===== config.mk =====
export PLATFORM = sky130hd
export DESIGN_NAME = ngup_ram
export DESIGN_NICKNAME = d
export VERILOG_FILES = /design/src/rtl/ngup_ram.sv
export SDC_FILE = /design/constraint.sdc
export NUM_CORES = 1
export LEC_CHECK = 0
export BUFFER_PORTS_ARGS = -buffer_cell sky130_fd_sc_hd__buf_2
export CORE_ASPECT_RATIO = 1.75
export CORE_MARGIN = 2
export CORE_UTILIZATION = 60
export CTS_BUF_LIST = sky130_fd_sc_hd__clkbuf_8
export DETAILED_ROUTE_END_ITERATION = 10
export PLACE_DENSITY = 0.82
export SLEW_MARGIN = 5
export SYNTH_ARGS = -nofsm -noshare
export SYNTH_HDL_FRONTEND = slang
export SYNTH_SLANG_ARGS = --single-unit
export TNS_END_PERCENT = 20

===== constraint.sdc =====
create_clock -name aclk -period 4.6 [get_ports aclk]
set_clock_uncertainty 0.05 [all_clocks]
set_input_delay 0.46 -clock aclk [delete_from_list [all_inputs] [get_ports aclk]]
set_output_delay 0.46 -clock aclk [all_outputs]
set_load 0.005 [all_outputs]

===== src/rtl/ngup_ram.sv =====
// Generic single-port-write, single-read synchronous RAM, registered read.
// No dependencies.
`timescale 1ns / 1ps
module ngup_ram #(
    parameter int WIDTH = 8,
    parameter int DEPTH = 64
) (
    input  logic                     aclk,
    input  logic                     we,
    input  logic [$clog2(DEPTH)-1:0] waddr,
    input  logic [WIDTH-1:0]         wdata,
    input  logic [$clog2(DEPTH)-1:0] raddr,
    output logic [WIDTH-1:0]         rdata
);
    logic [WIDTH-1:0] mem [DEPTH];
    always_ff @(posedge aclk) begin
        if (we) mem[waddr] <= wdata;
        rdata <= mem[raddr];
    end
endmodule


==> results_tabular.tex <==
\begin{tabular}{lr}
\hline
Metric & Value \\
\hline
\multicolumn{2}{l}{\textbf{CTS}} \\
\quad Clk pin slew, worst setup/hold paths & 0.07 ns \\
\quad Maximum level of the CTS H-tree & 3 \\
\quad Number of sinks driven by the clock tree & 520 \\
\quad TritonCTS clock tree & yes \\
\quad Hold Buf Count CTS & 0 \\
\quad Clock buffer count from CTS & 70 \\
\quad Maximum clock insertion buffer count & 3 \\
\quad Number of resized instances in the post-cts repair step & 0 \\
\quad Root cell of the clock tree & clkbuf\_8 \\
\quad Clock latency of the later-clocked register in the worst-skew pair & 0.62 ns \\
\quad Number of setup buffers added after CTS & 0 \\
\multicolumn{2}{l}{\textbf{Floorplanning}} \\
\quad Cell row count & 88 \\
\quad I/O pin count & 30 \\
\quad Die area & 35200 um2 \\
\quad Core box area & 33000 um2 \\
\quad Die width & 143 um \\
\quad Effective utilization at floorplan & 61.1\% \\
\quad Die Y-Extent & 247 um \\
\multicolumn{2}{l}{\textbf{Yosys}} \\
\quad Unique masters post-synth & 40 \\
\quad Yosys reg bits & 520 \\
\quad Net count after synthesis & 962 \\
\quad Synthesized cell area & 20200 um2 \\
\quad Number of warning messages in the yosys log & 0 \\
\quad Sequential share of the synthesized area & 77.0\% \\
\quad Synthesized area per cell & 21.5 um2 \\
\quad Instance count of the mapped netlist & 940 \\
\multicolumn{2}{l}{\textbf{Status}} \\
\quad Result of the run & complete, no violations \\
\multicolumn{2}{l}{\textbf{Place}} \\
\quad Final Wtd Congestion & 0.846 \\
\quad Detailed Place HPWL & 27700 um \\
\quad Number of buffers inserted by port buffering & 29 \\
\multicolumn{2}{l}{\textbf{Worst setup path}} \\
\quad Setup slack of the most critical reg-to-reg path & 2.49 ns \\
\quad Worst setup path startpoint & raddr[0] \\
\quad Worst reg2reg path startpoint & mem[12][6]\$\_DFFE\_PP\_ \\
\quad Critical Path Fanout Max & 62 \\
\quad Depth of the worst register-to-register path & 5 \\
\quad WP data required & 5.06 ns \\
\quad Endpoint of the worst register-to-register path & rdata[6]\$\_DFF\_P\_ \\
\quad Startpoint types & input port \\
\quad Endpoint class of the critical path & register \\
\quad Type of the worst setup path & in2reg \\
\quad Data arrival time of the critical path & 2.95 ns \\
\quad Worst setup path end & rdata[6]\$\_DFF\_P\_ \\
\multicolumn{2}{l}{\textbf{Pwr}} \\
\quad VDD IR-drop max & 0.265 mV \\
\quad PwrDens & 409 nW/um2 \\
\quad Switching power total & 1.93 mW \\
\quad Fraction of power spent switching nets & 21.5\% \\
\quad Logic gate share of total power & 5.2\% \\
\quad Pint & 7.04 mW \\
\quad Leakage power of the design & 6.88 nW \\
\quad Clock power frac & 36.2\% \\
\quad Sequential power share & 58.7\% \\
\multicolumn{2}{l}{\textbf{Global routing}} \\
\quad Number of antenna violations at the first check in global routing & 2 \\
\quad Maximum number of pins on one net before global-route repair & 65 \\
\quad Remaining Overflow, GRT & 0 \\
\quad Total global routing track utilization & 25.8\% \\
\quad Wire length of the first global-routing pass & 64000 um \\
\quad Vias in the first global route & 10200 \\
\multicolumn{2}{l}{\textbf{Drt}} \\
\quad Detail-routed net length per standard cell & 29.6 um \\
\quad Post-detailed-route DRC marker count & 0 \\
\quad Number of search-and-repair iterations in the first detailed-routing pass & 5 \\
\quad Violation count after the first detailed-route iteration & 1011 \\
\quad Via count & 9729 \\
\quad Average via count per standard cell & 6.65 \\
\quad Number of nets with antenna violations after detailed routing & 0 \\
\quad Routed wire length & 43400 um \\
\multicolumn{2}{l}{\textbf{STA}} \\
\quad Final period demand of the worst path & 2.49 ns \\
\quad Final count of negative-setup-slack endpoints & 0 \\
\quad Post-Route Setup TNS & 0 ns \\
\quad Final Hold Viols & 0 \\
\quad Setup repair after global routing missed its margin & false \\
\quad Actual transition at the worst max-transition pin & 1.28 ns \\
\quad Maximum operating frequency & 402 MHz \\
\quad Tcrit/Tclk final & 54.0\% \\
\quad Max\_slew headroom & 14.5\% \\
\quad Number of max-slew violations in the final report & 0 \\
\multicolumn{2}{l}{\textbf{Final layout}} \\
\quad Leading cell type in the layout, fill and taps excluded & edfxtp\_1 \\
\quad Post-layout util & 66.4\% \\
\quad Most frequent cells in the layout & 512 x edfxtp\_1, 126 x mux4\_2, 83 x nor2\_1 \\
\quad Share of layout cells above drive strength 1 & 25.4\% \\
\quad Synth-to-layout area growth & 8.72\% \\
\quad \# fillers & 2033 \\
\quad Total number of nets in the final design & 1023 \\
\multicolumn{2}{l}{\textbf{Job}} \\
\quad \# Max-Cap Violations & 0 \\
\multicolumn{2}{l}{\textbf{Min path}} \\
\quad Hold WC Path Type & in2reg \\
\hline
\end{tabular}
-- per-layer routing --
layer | vias up | wire, um | global-route usage, %
met5 | - | 0 | 0
met4 | 0 | 2660 | 15.4
met3 | 128 | 3040 | 4.22
met2 | 514 | 23500 | 45.2
met1 | 5021 | 14200 | 29.6
li1 | 4066 | - | -
-- metrics by stage --
stage | std cells | power (mW) | hold WS, ns | setup WS [ns] | cell area [um2]
4_1_cts | 1463 | 9.01 | 0.247 | 2.13 | 21900
3_5_place_dp | 1334 | 5.83 | 0.744 | 1.49 | 20600
3_3_place_gp | 1334 | 5.81 | 0.741 | 1.52 | 20600
5_1_grt | 1464 | 9.20 | 0.304 | 1.97 | 21900
2_1_floorplan | 940 | 5.63 | 0.509 | 2.42 | 20200
6_report | 1464 | 8.97 | 0.295 | 2.11 | 21900
-- how the worst min path moves through the flow --
stage                              start             endpoint  slack (ns)  cells after the start
floorplan                       wdata[0]  mem[0][0]$_DFFE_PP_        0.51                      0
global placement    mem[34][1]$_DFFE_PP_     rdata[1]$_DFF_P_        0.74                      4
detailed placement  mem[34][1]$_DFFE_PP_     rdata[1]$_DFF_P_        0.74                      4
CTS                             raddr[5]     rdata[4]$_DFF_P_        0.25                      3
global route                    raddr[5]     rdata[6]$_DFF_P_        0.30                      3
finish                          raddr[5]     rdata[4]$_DFF_P_        0.29                      3
-- sequential cells by signal (all words and copies together), names as in the netlist --
register and count:
mem 512, rdata 8
-- kinds of logic after synthesis --
family	share of synthesized area, %
buf+inv	1.57
simple gates	3.39
flops	77.0
compound gates	2.07
mux	15.9
-- power groups by stage --
stage,Combinational (mW),Sequential [mW],Clock [mW]
floorplan,0.279,5.35,0
global placement,0.448,5.36,0
detailed placement,0.463,5.37,0
CTS,0.464,5.26,3.28
global route,0.491,5.26,3.45
finish,0.462,5.26,3.25
-- worst max-delay path, stage by stage --
cell and delay, ns:
clkbuf_8 0.55, buf_4 0.44, a211oi_1 0.12, nor4_1 0.80, nor3_1 0.17, o32ai_1 0.32
-- area by class of cell --
| type | count | area, um2 | share of cell area [%] |
|---|---|---|---|
| clock inverters | 54 | 279 | 1.27 |
| clock buffers | 75 | 1030 | 4.71 |
| well taps | 405 | 507 | 2.31 |
| multi-input cells | 369 | 4320 | 19.7 |
| diodes | 1 | 2.50 | 0.0114 |
| flip-flops and latches | 520 | 15500 | 70.9 |
| repair buffers | 40 | 254 | 1.16 |
-- synthesized netlist by cell type (all sizes together) --
cell	number	share of area [%]
a211oi	4	0.15
o21a	2	0.074
nor2b	14	0.43
o32ai	2	0.087
a22oi	3	0.11
o221ai	8	0.35
mux2	13	0.73
nand3	13	0.32
a21oi	3	0.074
nand2	19	0.35
o311ai	1	0.043
nor2	83	1.5
edfxtp	512	76
nand3b	3	0.11
nor4	2	0.062
o21ai	4	0.099
o221a	2	0.11
or3	1	0.031
mux2i	23	1.1
mux4	126	14
a31oi	1	0.031
nor3	7	0.17
nand4b	1	0.043
clkbuf	17	0.32
and2	1	0.031
o2bb2ai	3	0.13
o2111ai	3	0.13
dfxtp	8	0.79
a2111oi	2	0.087
nand2b	7	0.22
a221oi	6	0.26
o22ai	8	0.25
nand4	2	0.062
buf	34	1.3
o41ai	2	0.087
No activity file was read; power rests on OpenSTA's default activity.
